--- config.mk ---
export PLATFORM = sky130hd
export DESIGN_NAME = ycbcr_to_rgb_gray_converter
export DESIGN_NICKNAME = d
export VERILOG_FILES = /design/src/rtl/ycc_pkg.sv /design/src/rtl/ycc_color_matrix.sv /design/src/rtl/ycbcr_to_rgb_gray_converter.sv
export SDC_FILE = /design/constraint.sdc
export NUM_CORES = 1
export LEC_CHECK = 0
export BUFFER_PORTS_ARGS = -buffer_cell sky130_fd_sc_hd__buf_2
export CORE_MARGIN = 8
export CORE_UTILIZATION = 46
export CTS_CLUSTER_DIAMETER = 120
export DETAILED_ROUTE_END_ITERATION = 10
export PLACE_DENSITY = 0.58
export SLEW_MARGIN = 10
export SYNTH_ARGS = -nofsm -noshare
export SYNTH_HDL_FRONTEND = slang
export SYNTH_SLANG_ARGS = --single-unit
--- constraint.sdc ---
create_clock -name clk -period 14.3 [get_ports clk]
set_clock_uncertainty 0.05 [all_clocks]
set_input_delay 2.86 -clock clk [delete_from_list [all_inputs] [get_ports clk]]
set_output_delay 2.86 -clock clk [all_outputs]
set_load 0.01 [all_outputs]
--- src/rtl/ycc_pkg.sv ---
`default_nettype none

package ycc_pkg;

  localparam int FRAC_BITS = 16;
  localparam int COEF_W    = FRAC_BITS + 2;
  localparam int ACC_W     = FRAC_BITS + 12;
  localparam int GPROD_W   = COEF_W + 8;
  localparam int GSUM_W    = GPROD_W + 2;

  localparam longint unsigned Half5  = 64'd50000;
  localparam longint unsigned Scale5 = 64'd100000;

  localparam logic [COEF_W-1:0] K_CR_R =
    COEF_W'(((64'd140200 << FRAC_BITS) + Half5) / Scale5);
  localparam logic [COEF_W-1:0] K_CB_G =
    COEF_W'(((64'd34414 << FRAC_BITS) + Half5) / Scale5);
  localparam logic [COEF_W-1:0] K_CR_G =
    COEF_W'(((64'd71414 << FRAC_BITS) + Half5) / Scale5);
  localparam logic [COEF_W-1:0] K_CB_B =
    COEF_W'(((64'd177200 << FRAC_BITS) + Half5) / Scale5);
  localparam logic [COEF_W-1:0] K_GRAY_R =
    COEF_W'(((64'd21260 << FRAC_BITS) + Half5) / Scale5);
  localparam logic [COEF_W-1:0] K_GRAY_G =
    COEF_W'(((64'd71520 << FRAC_BITS) + Half5) / Scale5);
  localparam logic [COEF_W-1:0] K_GRAY_B =
    COEF_W'(((64'd7220 << FRAC_BITS) + Half5) / Scale5);

  typedef logic signed [ACC_W-1:0] acc_t;

  typedef struct packed {
    logic [7:0] luma_in;
    logic [7:0] chroma_blue;
    logic [7:0] chroma_red;
  } ycc_pixel_t;

  typedef struct packed {
    logic [7:0] red_out;
    logic [7:0] green_out;
    logic [7:0] blue_out;
    logic [7:0] gray_out;
  } ycc_result_t;

  typedef struct packed {
    logic [7:0] red;
    logic [7:0] green;
    logic [7:0] blue;
  } ycc_rgb_t;

  typedef struct packed {
    logic prod_en;
    logic clamp_en;
  } ycc_matrix_en_t;

endpackage

`default_nettype wire

--- src/rtl/ycc_color_matrix.sv ---
`default_nettype none

module ycc_color_matrix (
  input  wire logic                    clk,
  input  wire ycc_pkg::ycc_matrix_en_t en,
  input  wire ycc_pkg::ycc_pixel_t     pixel,
  output ycc_pkg::ycc_rgb_t            rgb
);
  import ycc_pkg::*;

  function automatic logic [7:0] clamp_channel(input acc_t acc);
    logic [7:0] v;
    if (acc[ACC_W-1]) begin
      v = 8'd0;
    end else if (|acc[ACC_W-2:FRAC_BITS+8]) begin
      v = 8'd255;
    end else begin
      v = acc[FRAC_BITS+7:FRAC_BITS];
    end
    return v;
  endfunction

  logic signed [7:0] cb_s;
  logic signed [7:0] cr_s;
  acc_t ybase_r, p_cr_r_r, p_cb_g_r, p_cr_g_r, p_cb_b_r;
  acc_t acc_r, acc_g, acc_b;
  ycc_rgb_t rgb_r;

  // offset binary minus 128 is the msb flipped
  assign cb_s = $signed({~pixel.chroma_blue[7], pixel.chroma_blue[6:0]});
  assign cr_s = $signed({~pixel.chroma_red[7], pixel.chroma_red[6:0]});

  always_ff @(posedge clk) begin
    if (en.prod_en) begin
      ybase_r  <= acc_t'({4'b0000, pixel.luma_in, {FRAC_BITS{1'b0}}});
      p_cr_r_r <= acc_t'({1'b0, K_CR_R}) * acc_t'(cr_s);
      p_cb_g_r <= acc_t'({1'b0, K_CB_G}) * acc_t'(cb_s);
      p_cr_g_r <= acc_t'({1'b0, K_CR_G}) * acc_t'(cr_s);
      p_cb_b_r <= acc_t'({1'b0, K_CB_B}) * acc_t'(cb_s);
    end
  end

  assign acc_r = ybase_r + p_cr_r_r;
  assign acc_g = ybase_r - p_cb_g_r - p_cr_g_r;
  assign acc_b = ybase_r + p_cb_b_r;

  always_ff @(posedge clk) begin
    if (en.clamp_en) begin
      rgb_r.red   <= clamp_channel(acc_r);
      rgb_r.green <= clamp_channel(acc_g);
      rgb_r.blue  <= clamp_channel(acc_b);
    end
  end

  assign rgb = rgb_r;

endmodule

`default_nettype wire

--- src/rtl/ycbcr_to_rgb_gray_converter.sv ---
// Full-range YCbCr pixel to RGB plus gray value.
// Input channel: in_valid / in_stall carry one pixel beat in in_pixel
// (luma, chroma blue, chroma red, one byte each). A beat is taken at a
// rising edge with in_valid high and in_stall low.
// Output channel: out_valid / out_stall carry one result beat in out_result
// (red, green, blue clamped to 0..255, and a weighted gray value).
// Every input beat gives exactly one output beat, in order.
// From input beat to out_valid a beat passes these register stages in order:
// coefficient products, channel sum and clamp, gray products, gray sum and
// saturate. Throughput is one pixel per cycle while out_stall is low.
// When out_stall is high the last stage holds its beat unchanged; earlier
// stages keep filling their empty slots, and in_stall rises only once every
// stage holds a beat.
// Reset (rst_n low, synchronous) empties all stages; out_valid drops on the
// next edge and no beat is lost or repeated after the stall is released.
`default_nettype none

module ycbcr_to_rgb_gray_converter (
  input  wire logic                 clk,
  input  wire logic                 rst_n,
  input  wire logic                 in_valid,
  output logic                      in_stall,
  input  wire ycc_pkg::ycc_pixel_t  in_pixel,
  output logic                      out_valid,
  input  wire logic                 out_stall,
  output ycc_pkg::ycc_result_t      out_result
);
  import ycc_pkg::*;

  logic v1_r, v2_r, v3_r, v4_r;
  logic rdy1, rdy2, rdy3, rdy4;
  ycc_matrix_en_t mat_en;
  ycc_rgb_t rgb;
  ycc_rgb_t rgb3_r;
  logic [GPROD_W-1:0] gp_r_r, gp_g_r, gp_b_r;
  logic [GSUM_W-1:0] gsum;
  logic [7:0] gray;
  ycc_result_t result_r;

  assign rdy4 = !v4_r || !out_stall;
  assign rdy3 = !v3_r || rdy4;
  assign rdy2 = !v2_r || rdy3;
  assign rdy1 = !v1_r || rdy2;
  assign in_stall = !rdy1;

  always_ff @(posedge clk) begin
    if (!rst_n) begin
      v1_r <= 1'b0;
      v2_r <= 1'b0;
      v3_r <= 1'b0;
      v4_r <= 1'b0;
    end else begin
      if (rdy1) v1_r <= in_valid;
      if (rdy2) v2_r <= v1_r;
      if (rdy3) v3_r <= v2_r;
      if (rdy4) v4_r <= v3_r;
    end
  end

  assign mat_en.prod_en  = rdy1;
  assign mat_en.clamp_en = rdy2;

  ycc_color_matrix u_matrix (
    .clk   (clk),
    .en    (mat_en),
    .pixel (in_pixel),
    .rgb   (rgb)
  );

  always_ff @(posedge clk) begin
    if (rdy3) begin
      rgb3_r <= rgb;
      gp_r_r <= GPROD_W'(K_GRAY_R) * GPROD_W'(rgb.red);
      gp_g_r <= GPROD_W'(K_GRAY_G) * GPROD_W'(rgb.green);
      gp_b_r <= GPROD_W'(K_GRAY_B) * GPROD_W'(rgb.blue);
    end
  end

  assign gsum = GSUM_W'(gp_r_r) + GSUM_W'(gp_g_r) + GSUM_W'(gp_b_r);
  assign gray = (|gsum[GSUM_W-1:FRAC_BITS+8]) ? 8'd255 : gsum[FRAC_BITS+7:FRAC_BITS];

  always_ff @(posedge clk) begin
    if (rdy4) begin
      result_r.red_out   <= rgb3_r.red;
      result_r.green_out <= rgb3_r.green;
      result_r.blue_out  <= rgb3_r.blue;
      result_r.gray_out  <= gray;
    end
  end

  assign out_valid  = v4_r;
  assign out_result = result_r;

endmodule

`default_nettype wire
==> impl_metrics.tcl <==
set metrics [dict create \
    status "finished, final reports clean" \
    numCtsBuffers 27 \
    crit_arrival_ps 4320 \
    synthDistinctLibCells 67 \
    rsz0062_at_grt "no" \
    first_global_vias 15100 \
    synth_seq_area_share_pct 29.6 \
    min-delay-path-class "register to register" \
    clock_sinks 220 \
    die_h_um 236 \
    synth-warning-count 0 \
    cts_setup_buffers 0 \
    cp-startpoint "out_stall" \
    r2r_cells 15 \
    maxCapViolCount 0 \
    via_per_inst 5.11 \
    synthesis.area_mm2 0.0222 \
    clk_pin_slew_ps 50 \
    ys.flop_type "edfxtp_1" \
    crit_cells 6 \
    grt_use_total_pct 16.6 \
    nNetsFinal 2772 \
    critPathMaxFanout 76 \
    cts_hold_buffers 0 \
    tightest_slew_ps 1070 \
    insertion_delay_ps 560 \
    wl_per_cell_um 16.5 \
    drive_gt1_share_pct 6.55 \
    drc_errors 0 \
    die_w_um 236 \
    min_period_ps 7230 \
    rr_endpoint "gp_r_r[21]$_DFFE_PP_" \
    grt.overflow.total 0 \
    syn_nets 2681 \
    htreeDepth 1 \
    setup_viol_count_final 0 \
    max_freq_mhz 138 \
    endpoint "in_stall" \
    synthArstFlopShare_pct 0 \
    post-dp-hpwl_mm 38.9 \
    netlist_instances 2024 \
    crit_type "input port to output port" \
    layout_common_cells "inv_1 (478), ha_1 (424), edfxtp_1 (216)" \
    worst_path_most_repeated_cell "buf_2" \
    dieArea_mm2 0.0555 \
    cpPeakStageDelay_ps 700 \
    gp_congestion 0.898 \
    clock_path_buffers 3 \
    initial_core_util_pct 46.6 \
    start_kind "input port" \
    cp_num_buf_inv 4 \
    port_buffers 61 \
    cp_top_family "buffers and inverters" \
    antenna_found_initial 0 \
    synth_edf_count 216 \
    io_pins 62 \
    required_ps 11390 \
    synth-seq-cells 220 \
    cp_cell_sequence "buf_2 -> and3_1 -> nand3_4 -> buf_4 -> inv_1 -> buf_2" \
    mostFrequentLayoutCell "inv_1" \
    grt_max_degree 78 \
    min-delay-start "rgb3_r[4]$_DFFE_PP_" \
    routed-via-count 14100 \
    area.growth.synth_to_final_pct 9.32 \
    ctsResizeCount 0 \
    cts_tree "built" \
    rows 80 \
    wirelength_mm 45.5 \
    report.final.slew_viol_count 0 \
    antenna_left 0 \
    grt_pass1_wl_mm 75.4 \
    antenna_cells 0 \
    crit_slowest_cell "buf_4" \
    avgSynthCellArea_um2 11.0 \
    final.setup.tns_ps 0 \
    drt-pass1-iter-count 5 \
    crit_path_end_kind "output port" \
    drt-initial-drc-count 480 \
    coreArea_mm2 0.0476 \
    post-route-period-util_pct 50.6 \
    hold_viol 0 \
    timing.rr.start "u_matrix.rgb[18]$_SDFFCE_PP0P_" \
    ff2ff_setup_slack_ps 9320 \
    cts-root-buf "clkbuf_16" \
    timing.slew.headroom_pct 28.2 \
]
==> final cells by class <==
type	count	area [um^2]
Clock inverter	16	234
Tap cell	615	769
Timing Repair Buffer	63	320
Fill cell	4271	23400
Inverter	479	1800
Clock buffer	34	732
Multi-Input combinational cell	1324	13800
Sequential cell	220	6570
==> stage by stage <==
stage | cell area (um^2) | hold slack, ps | setup WS, ps | util [%] | instances
2_1_floorplan | 22200 | 350 | 5980 | - | 2024
3_3_place_gp | 23300 | 353 | 6560 | 48.9 | 2701
3_5_place_dp | 23300 | 355 | 6520 | 48.9 | 2701
4_1_cts | 24300 | 368 | 7000 | 50.9 | 2751
5_1_grt | 24300 | 373 | 6820 | 50.9 | 2751
6_report | 24300 | 367 | 7070 | 50.9 | 2751
==> registers in the layout, summed over array words and instances (netlist names), 8 cells and up <==
register	flops
gp_b_r	18
gp_g_r	23
gp_r_r	20
out_result	32
rgb3_r	24
u_matrix.p_cb_b_r	10
u_matrix.p_cb_g_r	23
u_matrix.p_cr_g_r	17
u_matrix.p_cr_r_r	17
u_matrix.rgb	24
u_matrix.ybase_r	8
==> how the worst min path moves through the flow <==
stage / to / slack, ps / depth (start not counted)
2_1_floorplan: out_result[10]$_DFFE_PP_ / 350 / 0
3_3_place_gp: out_result[12]$_DFFE_PP_ / 350 / 0
3_5_place_dp: out_result[12]$_DFFE_PP_ / 350 / 0
4_1_cts: out_result[12]$_DFFE_PP_ / 370 / 0
5_1_grt: out_result[31]$_DFFE_PP_ / 370 / 0
6_report: out_result[12]$_DFFE_PP_ / 370 / 0
==> layer usage <==
layer | vias to the layer above | track usage (%) | part of all wire [%]
met5 | - | 0 | 0
met4 | 0 | 3.81 | 2.3
met3 | 51 | 2.41 | 2.6
met2 | 139 | 30.9 | 52
met1 | 6833 | 20.0 | 44
li1 | 7030 | - | -
==> kinds of logic (layout without fill, tap and decap cells) <==
group / after synthesis / count (layout) / share of synthesized area [%]
muxes: 4 / 4 / 0.192
DFF: 220 / 220 / 29.6
xor gates and xnor gates: 103 / 103 / 4.06
adders and majority gates: 629 / 629 / 42.4
buffers and inverters: 480 / 592 / 8.12
AOI/OAI and AO/OA: 318 / 318 / 9.74
and+or+nand+nor: 270 / 270 / 5.90
==> cell usage after synthesis (12+ instances only) <==
cell / instances / share of area (%)
xnor2_1: 72 / 2.8
nand3_1: 25 / 0.56
a211oi_1: 13 / 0.44
o21ai_0: 47 / 1.1
ha_1: 424 / 24
a21o_1: 33 / 1.1
nor3_1: 31 / 0.70
nand2_1: 51 / 0.86
fa_1: 205 / 18
inv_1: 479 / 8.1
xor2_1: 31 / 1.2
edfxtp_1: 216 / 29
nand2b_1: 15 / 0.42
nor2b_1: 19 / 0.54
o21a_1: 34 / 1.2
a21oi_1: 89 / 2.0
a31oi_1: 12 / 0.34
nor2_1: 77 / 1.3
o21bai_1: 16 / 0.54
and3_1: 13 / 0.37
Power is not shown: default switching activity piles up to over one toggle a cycle in this logic, so the estimate is an artifact.
